--- src/sv/rfrm_pkg.sv ---
// Shared constants, types and codes for the reply frame receiver and matcher.
package rfrm_pkg;

    localparam int WIN_LEN = 20;
    localparam int CRC_LEN = 18;
    localparam int IDX_W   = $clog2(WIN_LEN + 1);

    typedef logic [7:0]              byte_t;
    typedef byte_t [WIN_LEN-1:0]     win_t;
    typedef logic [IDX_W-1:0]        idx_t;

    // Window write controls from the sequencer
    typedef struct packed {
        logic  wr_en;
        idx_t  wr_idx;
        byte_t wr_data;
        logic  slide;
    } win_ctrl_t;

    localparam logic OP_BYTE    = 1'b0;
    localparam logic OP_REQUEST = 1'b1;

    localparam logic [1:0] REG_REPLY_WINDOW = 2'd0;
    localparam logic [1:0] REG_GAP_LIMIT    = 2'd1;
    localparam logic [1:0] REG_FRESH_AGE    = 2'd2;

    localparam logic [15:0] RST_REPLY_WINDOW = 16'd200;
    localparam logic [15:0] RST_GAP_LIMIT    = 16'd50;
    localparam logic [15:0] RST_FRESH_AGE    = 16'd500;

    localparam logic [2:0] EV_NONE     = 3'd0;
    localparam logic [2:0] EV_ACCEPT   = 3'd1;
    localparam logic [2:0] EV_REJECT   = 3'd2;
    localparam logic [2:0] EV_CRC_BAD  = 3'd3;
    localparam logic [2:0] EV_ECHO     = 3'd4;
    localparam logic [2:0] EV_GAP      = 3'd5;

    localparam int RJ_NOT_AWAITING = 0;
    localparam int RJ_SESSION      = 1;
    localparam int RJ_SEQ          = 2;
    localparam int RJ_DEMAND       = 3;
    localparam int RJ_LATE         = 4;
    localparam int RJ_RESERVED     = 5;

    localparam logic [15:0] CRC_INIT = 16'hFFFF;
    localparam logic [15:0] CRC_POLY = 16'hA001;

    localparam byte_t HDR_SYNC0     = 8'hA5;
    localparam byte_t HDR_SYNC1     = 8'h5A;
    localparam byte_t HDR_VERSION   = 8'h01;
    localparam byte_t TYPE_REQUEST  = 8'h01;
    localparam byte_t TYPE_REPLY    = 8'h02;
    localparam byte_t FLAG_RESERVED = 8'hF8;

endpackage

--- src/sv/rfrm_if.sv ---
// Valid/ready channel interfaces for request/byte words and result words.
interface rfrm_in_if;
    logic        valid;
    logic        ready;
    logic        opcode;
    logic [7:0]  rx_byte;
    logic [31:0] now_ms;
    logic [31:0] req_session;
    logic [15:0] req_seq;
    logic [7:0]  req_demand;

    modport source (output valid, opcode, rx_byte, now_ms, req_session, req_seq, req_demand,
                     input ready);
    modport sink   (input valid, opcode, rx_byte, now_ms, req_session, req_seq, req_demand,
                     output ready);
endinterface

interface rfrm_out_if;
    logic       valid;
    logic       ready;
    logic [2:0] event_res;
    logic [5:0] reject_mask;
    logic [7:0] reply_flags;
    logic       unit_ready;
    logic [7:0] alarm_code;
    logic [7:0] speed_feedback;
    logic [7:0] current_feedback;

    modport source (output valid, event_res, reject_mask, reply_flags, unit_ready,
                     alarm_code, speed_feedback, current_feedback,
                     input ready);
    modport sink   (input valid, event_res, reject_mask, reply_flags, unit_ready,
                     alarm_code, speed_feedback, current_feedback,
                     output ready);
endinterface

--- src/sv/reply_frame_receiver_matcher_top.sv ---
// Top level: sequencer, gap check, reply matching and result register.
//
// Each accepted word gives exactly one result word. A request word or a byte
// that does not complete the 20-byte window goes from idle to finish to idle.
// A byte that completes the window goes through the CRC state, where the CRC
// unit walks the 18 protected bytes one per cycle; the finish state then
// checks the header, CRC and match fields and commits the result. The result
// sits in an output register, so the next word is taken while it waits; a
// word is only finished once that register is free. Configuration writes are
// taken at any time and are meant for when the block is idle.
module reply_frame_receiver_matcher_top import rfrm_pkg::*;
(
    input  logic        clk,
    input  logic        rst_n,
    rfrm_in_if.sink     in_ch,
    rfrm_out_if.source  out_ch,
    input  logic        cfg_we,
    input  logic [1:0]  cfg_index,
    input  logic [15:0] cfg_wdata
);

    typedef enum logic [2:0] {
        ST_IDLE   = 3'b001,
        ST_CRC    = 3'b010,
        ST_FINISH = 3'b100
    } state_t;

    state_t state_reg, state_next;

    logic [15:0] reply_window_reg, gap_limit_reg, fresh_age_reg;

    idx_t        fill_reg;
    logic [31:0] last_time_reg;
    logic        awaiting_reg;
    logic [31:0] exp_session_reg;
    logic [15:0] exp_seq_reg;
    byte_t       exp_demand_reg;
    logic [31:0] req_time_reg;

    logic [31:0] now_reg;
    logic        gap_reg;
    logic        full_reg;

    logic        out_valid_reg;
    logic [2:0]  ev_reg;
    logic [5:0]  mask_reg;
    byte_t       flags_reg;
    logic        pready_reg;
    byte_t       alarm_reg, speed_reg, current_reg;

    win_ctrl_t   win_ctrl;
    win_t        wb;
    byte_t       rd_data;
    idx_t        crc_idx;
    logic        crc_last;
    logic [15:0] crc_val;
    logic        crc_start;

    logic        accept;
    logic        gap_now;
    idx_t        wr_idx;
    idx_t        fill_inc;
    logic        out_free;
    logic        commit;

    logic        hdr_ok, crc_ok, is_reply, is_echo, late, fresh, pump;
    logic [31:0] reply_age;
    logic [5:0]  mask;
    logic [2:0]  ev;

    rfrm_window u_window (
        .clk     (clk),
        .ctrl    (win_ctrl),
        .rd_idx  (crc_idx),
        .rd_data (rd_data),
        .bytes   (wb)
    );

    rfrm_crc u_crc (
        .clk    (clk),
        .rst_n  (rst_n),
        .start  (crc_start),
        .run    (state_reg == ST_CRC),
        .data   (rd_data),
        .rd_idx (crc_idx),
        .last   (crc_last),
        .crc    (crc_val)
    );

    assign in_ch.ready = (state_reg == ST_IDLE);
    assign accept      = in_ch.valid && in_ch.ready;
    assign gap_now     = (fill_reg != '0) &&
                         ((in_ch.now_ms - last_time_reg) > {16'h0000, gap_limit_reg});
    assign wr_idx      = gap_now ? idx_t'(0) : fill_reg;
    assign fill_inc    = wr_idx + idx_t'(1);
    assign crc_start   = accept && (in_ch.opcode == OP_BYTE) &&
                         (fill_inc == idx_t'(WIN_LEN));
    assign out_free    = !out_valid_reg || out_ch.ready;
    assign commit      = (state_reg == ST_FINISH) && out_free;

    // Frame checks on the full window
    assign hdr_ok    = (wb[0] == HDR_SYNC0) && (wb[1] == HDR_SYNC1) && (wb[2] == HDR_VERSION);
    assign crc_ok    = ({wb[19], wb[18]} == crc_val);
    assign is_reply  = hdr_ok && crc_ok && (wb[3] == TYPE_REPLY);
    assign is_echo   = hdr_ok && crc_ok && (wb[3] == TYPE_REQUEST);
    assign reply_age = now_reg - req_time_reg;
    assign late      = reply_age > {16'h0000, reply_window_reg};

    always_comb
    begin
        mask                  = '0;
        mask[RJ_NOT_AWAITING] = !awaiting_reg;
        mask[RJ_SESSION]      = ({wb[7], wb[6], wb[5], wb[4]} != exp_session_reg);
        mask[RJ_SEQ]          = ({wb[9], wb[8]} != exp_seq_reg);
        mask[RJ_DEMAND]       = (wb[10] != exp_demand_reg);
        mask[RJ_LATE]         = late;
        mask[RJ_RESERVED]     = ((wb[11] & FLAG_RESERVED) != 8'h00);
    end

    assign fresh = wb[11][1] && ({wb[13], wb[12]} <= fresh_age_reg);
    assign pump  = wb[11][0] && fresh && !wb[11][2] && !wb[14][1] && (wb[17] == 8'h00);

    always_comb
    begin
        ev = gap_reg ? EV_GAP : EV_NONE;
        if (full_reg)
        begin
            if (is_reply)
            begin
                ev = (mask == '0) ? EV_ACCEPT : EV_REJECT;
            end
            else if (hdr_ok && !crc_ok)
            begin
                ev = EV_CRC_BAD;
            end
            else if (is_echo)
            begin
                ev = EV_ECHO;
            end
            else
            begin
                ev = EV_NONE;
            end
        end
    end

    always_comb
    begin
        win_ctrl.wr_en   = accept && (in_ch.opcode == OP_BYTE);
        win_ctrl.wr_idx  = wr_idx;
        win_ctrl.wr_data = in_ch.rx_byte;
        win_ctrl.slide   = commit && full_reg && !is_reply;
    end

    always_comb
    begin
        state_next = state_reg;
        case (state_reg)
            ST_IDLE:
            begin
                if (accept)
                begin
                    state_next = crc_start ? ST_CRC : ST_FINISH;
                end
            end
            ST_CRC:
            begin
                if (crc_last)
                begin
                    state_next = ST_FINISH;
                end
            end
            ST_FINISH:
            begin
                if (out_free)
                begin
                    state_next = ST_IDLE;
                end
            end
            default:
            begin
                state_next = ST_IDLE;
            end
        endcase
    end

    always_ff @(posedge clk or negedge rst_n)
    begin
        if (!rst_n)
        begin
            state_reg        <= ST_IDLE;
            reply_window_reg <= RST_REPLY_WINDOW;
            gap_limit_reg    <= RST_GAP_LIMIT;
            fresh_age_reg    <= RST_FRESH_AGE;
            fill_reg         <= '0;
            last_time_reg    <= '0;
            awaiting_reg     <= 1'b0;
            exp_session_reg  <= '0;
            exp_seq_reg      <= '0;
            exp_demand_reg   <= '0;
            req_time_reg     <= '0;
            gap_reg          <= 1'b0;
            full_reg         <= 1'b0;
            out_valid_reg    <= 1'b0;
        end
        else
        begin
            state_reg <= state_next;

            if (cfg_we)
            begin
                case (cfg_index)
                    REG_REPLY_WINDOW: reply_window_reg <= cfg_wdata;
                    REG_GAP_LIMIT:    gap_limit_reg    <= cfg_wdata;
                    REG_FRESH_AGE:    fresh_age_reg    <= cfg_wdata;
                    default:          ;
                endcase
            end

            if (accept)
            begin
                gap_reg  <= gap_now;
                full_reg <= crc_start;
                if (in_ch.opcode == OP_REQUEST)
                begin
                    awaiting_reg    <= 1'b1;
                    exp_session_reg <= in_ch.req_session;
                    exp_seq_reg     <= in_ch.req_seq;
                    exp_demand_reg  <= in_ch.req_demand;
                    req_time_reg    <= in_ch.now_ms;
                    if (gap_now)
                    begin
                        fill_reg <= '0;
                    end
                end
                else
                begin
                    last_time_reg <= in_ch.now_ms;
                    fill_reg      <= fill_inc;
                end
            end

            if (commit && full_reg)
            begin
                if (is_reply)
                begin
                    fill_reg <= '0;
                    if (mask == '0)
                    begin
                        awaiting_reg <= 1'b0;
                    end
                end
                else
                begin
                    fill_reg <= idx_t'(WIN_LEN - 1);
                end
            end

            if (commit)
            begin
                out_valid_reg <= 1'b1;
            end
            else if (out_ch.ready)
            begin
                out_valid_reg <= 1'b0;
            end
        end
    end

    // Result payload: load on commit; the word's time stamp loads on accept.
    always_ff @(posedge clk)
    begin
        if (accept)
        begin
            now_reg <= in_ch.now_ms;
        end
        if (commit)
        begin
            ev_reg      <= ev;
            mask_reg    <= (full_reg && is_reply) ? mask : 6'd0;
            flags_reg   <= (full_reg && is_reply) ? wb[11] : 8'h00;
            pready_reg  <= (ev == EV_ACCEPT) && pump;
            alarm_reg   <= (ev == EV_ACCEPT) ? wb[17] : 8'h00;
            speed_reg   <= (ev == EV_ACCEPT) ? wb[15] : 8'h00;
            current_reg <= (ev == EV_ACCEPT) ? wb[16] : 8'h00;
        end
    end

    assign out_ch.valid            = out_valid_reg;
    assign out_ch.event_res        = ev_reg;
    assign out_ch.reject_mask      = mask_reg;
    assign out_ch.reply_flags      = flags_reg;
    assign out_ch.unit_ready       = pready_reg;
    assign out_ch.alarm_code       = alarm_reg;
    assign out_ch.speed_feedback   = speed_reg;
    assign out_ch.current_feedback = current_reg;

endmodule

--- src/sv/rfrm_window.sv ---
// Twenty-byte receive window: indexed write, slide by one, one indexed read.
module rfrm_window import rfrm_pkg::*;
(
    input  logic      clk,
    input  win_ctrl_t ctrl,
    input  idx_t      rd_idx,
    output byte_t     rd_data,
    output win_t      bytes
);

    win_t win_reg;

    always_ff @(posedge clk)
    begin
        if (ctrl.slide)
        begin
            // drop the oldest byte, last entry holds
            for (int i = 0; i < WIN_LEN - 1; i++)
            begin
                win_reg[i] <= win_reg[i + 1];
            end
        end
        else if (ctrl.wr_en)
        begin
            win_reg[ctrl.wr_idx] <= ctrl.wr_data;
        end
    end

    assign rd_data = win_reg[rd_idx];
    assign bytes   = win_reg;

endmodule

--- src/sv/rfrm_crc.sv ---
// CRC-16/MODBUS unit: one window byte per cycle over the protected bytes.
module rfrm_crc import rfrm_pkg::*;
(
    input  logic        clk,
    input  logic        rst_n,
    input  logic        start,
    input  logic        run,
    input  byte_t       data,
    output idx_t        rd_idx,
    output logic        last,
    output logic [15:0] crc
);

    idx_t        cnt_reg;
    logic [15:0] crc_reg;

    function automatic logic [15:0] crc_byte(input logic [15:0] c_in, input byte_t d);
        logic [15:0] c;
        c = c_in ^ {8'h00, d};
        for (int k = 0; k < 8; k++)
        begin
            c = c[0] ? ((c >> 1) ^ CRC_POLY) : (c >> 1);
        end
        return c;
    endfunction

    always_ff @(posedge clk or negedge rst_n)
    begin
        if (!rst_n)
        begin
            cnt_reg <= '0;
            crc_reg <= CRC_INIT;
        end
        else if (start)
        begin
            cnt_reg <= '0;
            crc_reg <= CRC_INIT;
        end
        else if (run)
        begin
            cnt_reg <= cnt_reg + idx_t'(1);
            crc_reg <= crc_byte(crc_reg, data);
        end
    end

    assign rd_idx = cnt_reg;
    assign last   = (cnt_reg == idx_t'(CRC_LEN - 1));
    assign crc    = crc_reg;

endmodule
--- src/flat_wrapper.sv ---
// flat-port wrapper written by rule: the top's interface ports become plain ports
module reply_frame_receiver_matcher_top_flat import rfrm_pkg::*;
  (clk, rst_n, cfg_we, cfg_index, cfg_wdata, in_ch_valid, in_ch_opcode, in_ch_rx_byte, in_ch_now_ms, in_ch_req_session, in_ch_req_seq, in_ch_req_demand, in_ch_ready, out_ch_valid, out_ch_event_res, out_ch_reject_mask, out_ch_reply_flags, out_ch_unit_ready, out_ch_alarm_code, out_ch_speed_feedback, out_ch_current_feedback, out_ch_ready);
  rfrm_in_if in_ch_i ();
  rfrm_out_if out_ch_i ();
  input  logic clk;
  input  logic rst_n;
  input  logic cfg_we;
  input  logic [1:0] cfg_index;
  input  logic [15:0] cfg_wdata;
  input wire logic [$bits(in_ch_i.valid)-1:0] in_ch_valid;
  input wire logic [$bits(in_ch_i.opcode)-1:0] in_ch_opcode;
  input wire logic [$bits(in_ch_i.rx_byte)-1:0] in_ch_rx_byte;
  input wire logic [$bits(in_ch_i.now_ms)-1:0] in_ch_now_ms;
  input wire logic [$bits(in_ch_i.req_session)-1:0] in_ch_req_session;
  input wire logic [$bits(in_ch_i.req_seq)-1:0] in_ch_req_seq;
  input wire logic [$bits(in_ch_i.req_demand)-1:0] in_ch_req_demand;
  output wire logic [$bits(in_ch_i.ready)-1:0] in_ch_ready;
  output wire logic [$bits(out_ch_i.valid)-1:0] out_ch_valid;
  output wire logic [$bits(out_ch_i.event_res)-1:0] out_ch_event_res;
  output wire logic [$bits(out_ch_i.reject_mask)-1:0] out_ch_reject_mask;
  output wire logic [$bits(out_ch_i.reply_flags)-1:0] out_ch_reply_flags;
  output wire logic [$bits(out_ch_i.unit_ready)-1:0] out_ch_unit_ready;
  output wire logic [$bits(out_ch_i.alarm_code)-1:0] out_ch_alarm_code;
  output wire logic [$bits(out_ch_i.speed_feedback)-1:0] out_ch_speed_feedback;
  output wire logic [$bits(out_ch_i.current_feedback)-1:0] out_ch_current_feedback;
  input wire logic [$bits(out_ch_i.ready)-1:0] out_ch_ready;
  assign in_ch_i.valid = in_ch_valid;
  assign in_ch_i.opcode = in_ch_opcode;
  assign in_ch_i.rx_byte = in_ch_rx_byte;
  assign in_ch_i.now_ms = in_ch_now_ms;
  assign in_ch_i.req_session = in_ch_req_session;
  assign in_ch_i.req_seq = in_ch_req_seq;
  assign in_ch_i.req_demand = in_ch_req_demand;
  assign in_ch_ready = in_ch_i.ready;
  assign out_ch_valid = out_ch_i.valid;
  assign out_ch_event_res = out_ch_i.event_res;
  assign out_ch_reject_mask = out_ch_i.reject_mask;
  assign out_ch_reply_flags = out_ch_i.reply_flags;
  assign out_ch_unit_ready = out_ch_i.unit_ready;
  assign out_ch_alarm_code = out_ch_i.alarm_code;
  assign out_ch_speed_feedback = out_ch_i.speed_feedback;
  assign out_ch_current_feedback = out_ch_i.current_feedback;
  assign out_ch_i.ready = out_ch_ready;
  reply_frame_receiver_matcher_top u_core (.clk(clk), .rst_n(rst_n), .in_ch(in_ch_i), .out_ch(out_ch_i), .cfg_we(cfg_we), .cfg_index(cfg_index), .cfg_wdata(cfg_wdata));
endmodule
--- config.mk ---
export PLATFORM = sky130hd
export DESIGN_NAME = reply_frame_receiver_matcher_top_flat
export DESIGN_NICKNAME = d
export VERILOG_FILES = /design/src/sv/rfrm_pkg.sv /design/src/sv/rfrm_if.sv /design/src/sv/reply_frame_receiver_matcher_top.sv /design/src/sv/rfrm_window.sv /design/src/sv/rfrm_crc.sv /design/src/flat_wrapper.sv
export SDC_FILE = /design/constraint.sdc
export NUM_CORES = 1
export LEC_CHECK = 0
export ABC_CLOCK_PERIOD_IN_PS = 5900
export BUFFER_PORTS_ARGS = -buffer_cell sky130_fd_sc_hd__buf_2
export CAP_MARGIN = 20
export CELL_PAD_IN_SITES_DETAIL_PLACEMENT = 1
export CELL_PAD_IN_SITES_GLOBAL_PLACEMENT = 1
export CORE_ASPECT_RATIO = 1.5
export CORE_UTILIZATION = 44
export CTS_CLUSTER_SIZE = 10
export DETAILED_ROUTE_END_ITERATION = 16
export PLACE_DENSITY_LB_ADDON = 0.1
export SYNTH_ARGS = -nofsm -noshare
export SYNTH_HDL_FRONTEND = slang
export SYNTH_SLANG_ARGS = --single-unit
--- constraint.sdc ---
create_clock -name clk -period 5.9 [get_ports clk]
set_input_delay 0.295 -clock clk [delete_from_list [all_inputs] [get_ports clk]]
set_output_delay 0.295 -clock clk [all_outputs]
set_load 0.02 [all_outputs]
==> flow_metrics.py <==
metrics = {
    "status": {
        "status": "finished, final reports clean",
    },
    "final_layout": {
        "drive_above_1_share": 0.198,
        "mostFrequentLayoutCell": "nand2_1",
        "design_area_um2": 30100,
        "num_antenna_cells": 0,
        "layout_common_cells": "nand2_1, o21ai_0, edfxtp_1",
        "nFillCells": 6301,
        "largest_register_ffs": 160,
        "stdcell_count": 3565,
        "area_delta_synth_final_pct": 18.0,
        "final_nets": 2996,
    },
    "global_routing": {
        "grt_pass1_vias": 22619,
        "grt.met1_usage": 0.333,
        "grt_util_met2": 0.558,
        "grt_pass1_wl_mm": 135,
        "grt_overflow": 0,
        "grt_use_total": 0.303,
        "globalRoute.busiestLayer": "met2",
        "grt_antenna_before_repair": 0,
        "grt_max_degree": 88,
        "grt_util_met3": 0.0351,
    },
    "worst_setup_path": {
        "startpoint_type": "input pin",
        "cp.required_ns": 6.20,
        "crit_fanout": 8,
        "crit_type": "input pin to flip-flop",
        "worstSetupEndpointType": "flip-flop",
        "reg2reg_depth": 21,
        "crit_arrival_ns": 5.95,
    },
    "clocking": {
        "htree_levels": 2,
        "clockBufferDepth": 3,
        "clock_latency_ns": 0.60,
        "cts_tree": "built",
        "clk_pin_slew_worst_paths_ns": 0.06,
        "clock_sinks": 435,
        "clockRootBuffer": "clkbuf_16",
        "cts_made_buffers": 51,
    },
    "floorplanning": {
        "die-width_um": 199,
        "die_area_um2": 59100,
        "placementRows": 107,
        "die_h_um": 297,
        "io_pins": 164,
        "core-area_um2": 57000,
        "initial_utilization": 0.448,
    },
    "synthesis": {
        "synth_top_flop_cell": "edfxtp_1",
        "synth-seq-cells": 435,
        "yosysTopAreaCell": "edfxtp_1",
        "netlist.area_leader.share": 0.275,
        "async_flop_share": 0.462,
        "syn_area_um2": 25600,
        "synth_edf_count": 234,
        "seq_area_frac_synth": 0.473,
        "syn_inst": 2508,
        "synth.area.top_cells": "edfxtp_1, dfrtp_1, mux2_2",
        "synth_warnings": 0,
        "syn_avg_cell_area_um2": 10.2,
        "syn_nets": 2744,
        "synth.distinct_cells": 80,
    },
    "detailed_routing": {
        "drtIter0Drc": 1159,
        "postRouteAntennaNets": 0,
        "firstDrtPassIters": 8,
        "wl_per_cell_um": 24.7,
        "drc": 0,
        "via_per_inst": 5.86,
        "vias": 20880,
        "drt_wl_total_mm": 88.1,
    },
    "power_and_ir_drop": {
        "ir_worst_vdd_mv": 0.238,
        "power.leakage_uw": 0.0117,
        "pwr_density_cell_nw_per_um2": 322,
        "fin_total_pwr_uw": 9720,
    },
    "sta": {
        "setup-violations-final": 0,
        "fin_crit_sh": 0.957,
        "hold_viol_final": 0,
        "skew_ns": 0.0244,
        "fin_crit_ns": 5.65,
        "fmax_mhz": 177,
        "slew_headroom": 0.320,
        "slew_viol_final": 0,
        "tightest_slew_ns": 1.02,
    },
    "job": {
        "drv_cap": 0,
    },
    "placed_design": {
        "port_buffers": 163,
        "postPlaceCellArea_um2": 27600,
        "hpwl_mm": 65.2,
        "placed_cells": 3374,
        "gp_congestion": 0.913,
    },
    "min_path": {
        "min_delay_path_depth": 3,
        "hold_path_class": "input pin to flip-flop",
    },
}
==> worst max-delay path: stages <==
cell and delay (ns):
dlygate4sd3_1 0.53, buf_2 0.13, inv_1 0.07, ha_2 0.21, fa_2 0.22, and2b_1 0.20
o2111ai_2 0.19, nand2_1 0.09, and2_1 0.19, a41oi_2 0.21, xnor2_1 0.14, ha_1 0.26
and3_1 0.19, a221o_1 0.36, a221oi_2 0.27, o211a_1 0.22, buf_4 0.12, o2111ai_1 0.10
or4_1 0.49, or4_4 0.55, or2_2 0.33, buf_4 0.20, o21ai_0 0.18, buf_4 0.20
==> stage by stage <==
stage               setup TNS [ns]  hold slack (ns)  utilization  setup slack, ns
floorplan                        0        -0.000591            -          0.00774
global placement           -0.0372            0.404        0.483          -0.0302
detailed placement           -8.35            0.418        0.484           -0.200
CTS                              0          0.00236        0.527           0.0370
global route               -0.0515           0.0183        0.529          -0.0265
finish                           0           0.0240        0.529            0.251
==> routing by layer <==
| layer | share of wire | up-vias |
|---|---|---|
| li1 | - | 9589 |
| met1 | 0.37 | 10483 |
| met2 | 0.53 | 582 |
| met3 | 0.040 | 226 |
| met4 | 0.059 | 0 |
| met5 | 0 | - |
==> synthesized netlist by cell type, types with 7 or more instances <==
library cell	number
dfrtp_1	172
xnor2_1	74
or3_1	12
and2_1	12
inv_1	162
a21oi_1	81
xor2_1	59
nand2b_1	11
o21ai_0	259
o41ai_1	7
buf_2	18
nor2b_1	27
o21a_1	26
o21ai_1	13
nor2_1	73
nand2_1	315
o22ai_1	14
and4_1	9
mux2_2	133
nand3_1	90
edfxtp_1	234
nand4_1	103
o211ai_1	11
o21bai_1	8
mux4_2	36
ha_1	114
mux2i_1	16
nor4_1	17
a21o_1	35
a31oi_1	14
nor3_1	52
dfstp_2	29
nor3b_1	14
o31ai_1	8
and3_1	19
clkbuf_1	131
==> power breakdown <==
group / switching, µW / internal, µW
combinational: 1720 / 1290
clock: 1250 / 1700
sequential: 203 / 3540
total: 3170 / 6540
==> worst paths after layout <==
check	slack (ns)	from	endpoint
max	0.25	in_ch_now_ms[0]	u_core.u_window.bytes[115]
min	0.02	cfg_wdata[14]	u_core.reply_window_reg[14]
max reg2reg	0.26	u_core.last_time_reg[0]	u_core.u_window.bytes[115]
min reg2reg	0.50	u_core.req_time_reg[3]	u_core.req_time_reg[3]
max in group asynchronous	4.08	rst_n	u_core.req_time_reg[5]
min in group asynchronous	0.34	rst_n	u_core.exp_session_reg[18]
==> final cells by class <==
class / count / area [µm²] / share of cell area
Tap cell: 763 / 955 / 0.0317
Multi-Input combinational cell: 1755 / 12400 / 0.411
Clock buffer: 93 / 1510 / 0.0500
Clock inverter: 2 / 12.5 / 0.000415
Timing Repair Buffer: 355 / 2590 / 0.0858
Sequential cell: 435 / 12100 / 0.401
Inverter: 162 / 608 / 0.0202
==> logic make-up after synthesis <==
group,Yosys count,synth area share
flops,435,0.473
compound gates,532,0.125
simple gates,786,0.152
buf+inv,318,0.0479
xor+xnor,136,0.0483
fa+ha+maj,116,0.0574
mux,185,0.0966
==> what timing repair did <==
item / in CTS / in global routing
hold buffers: 95 / 0
resized for setup: 4 / 17
endpoints found under the setup margin: 70 / 290
pin swaps: 0 / 5
setup buffers: 0 / 1
hold endpoints to repair: 190 / 0
Note: power is estimated with default switching activity, not from simulation.
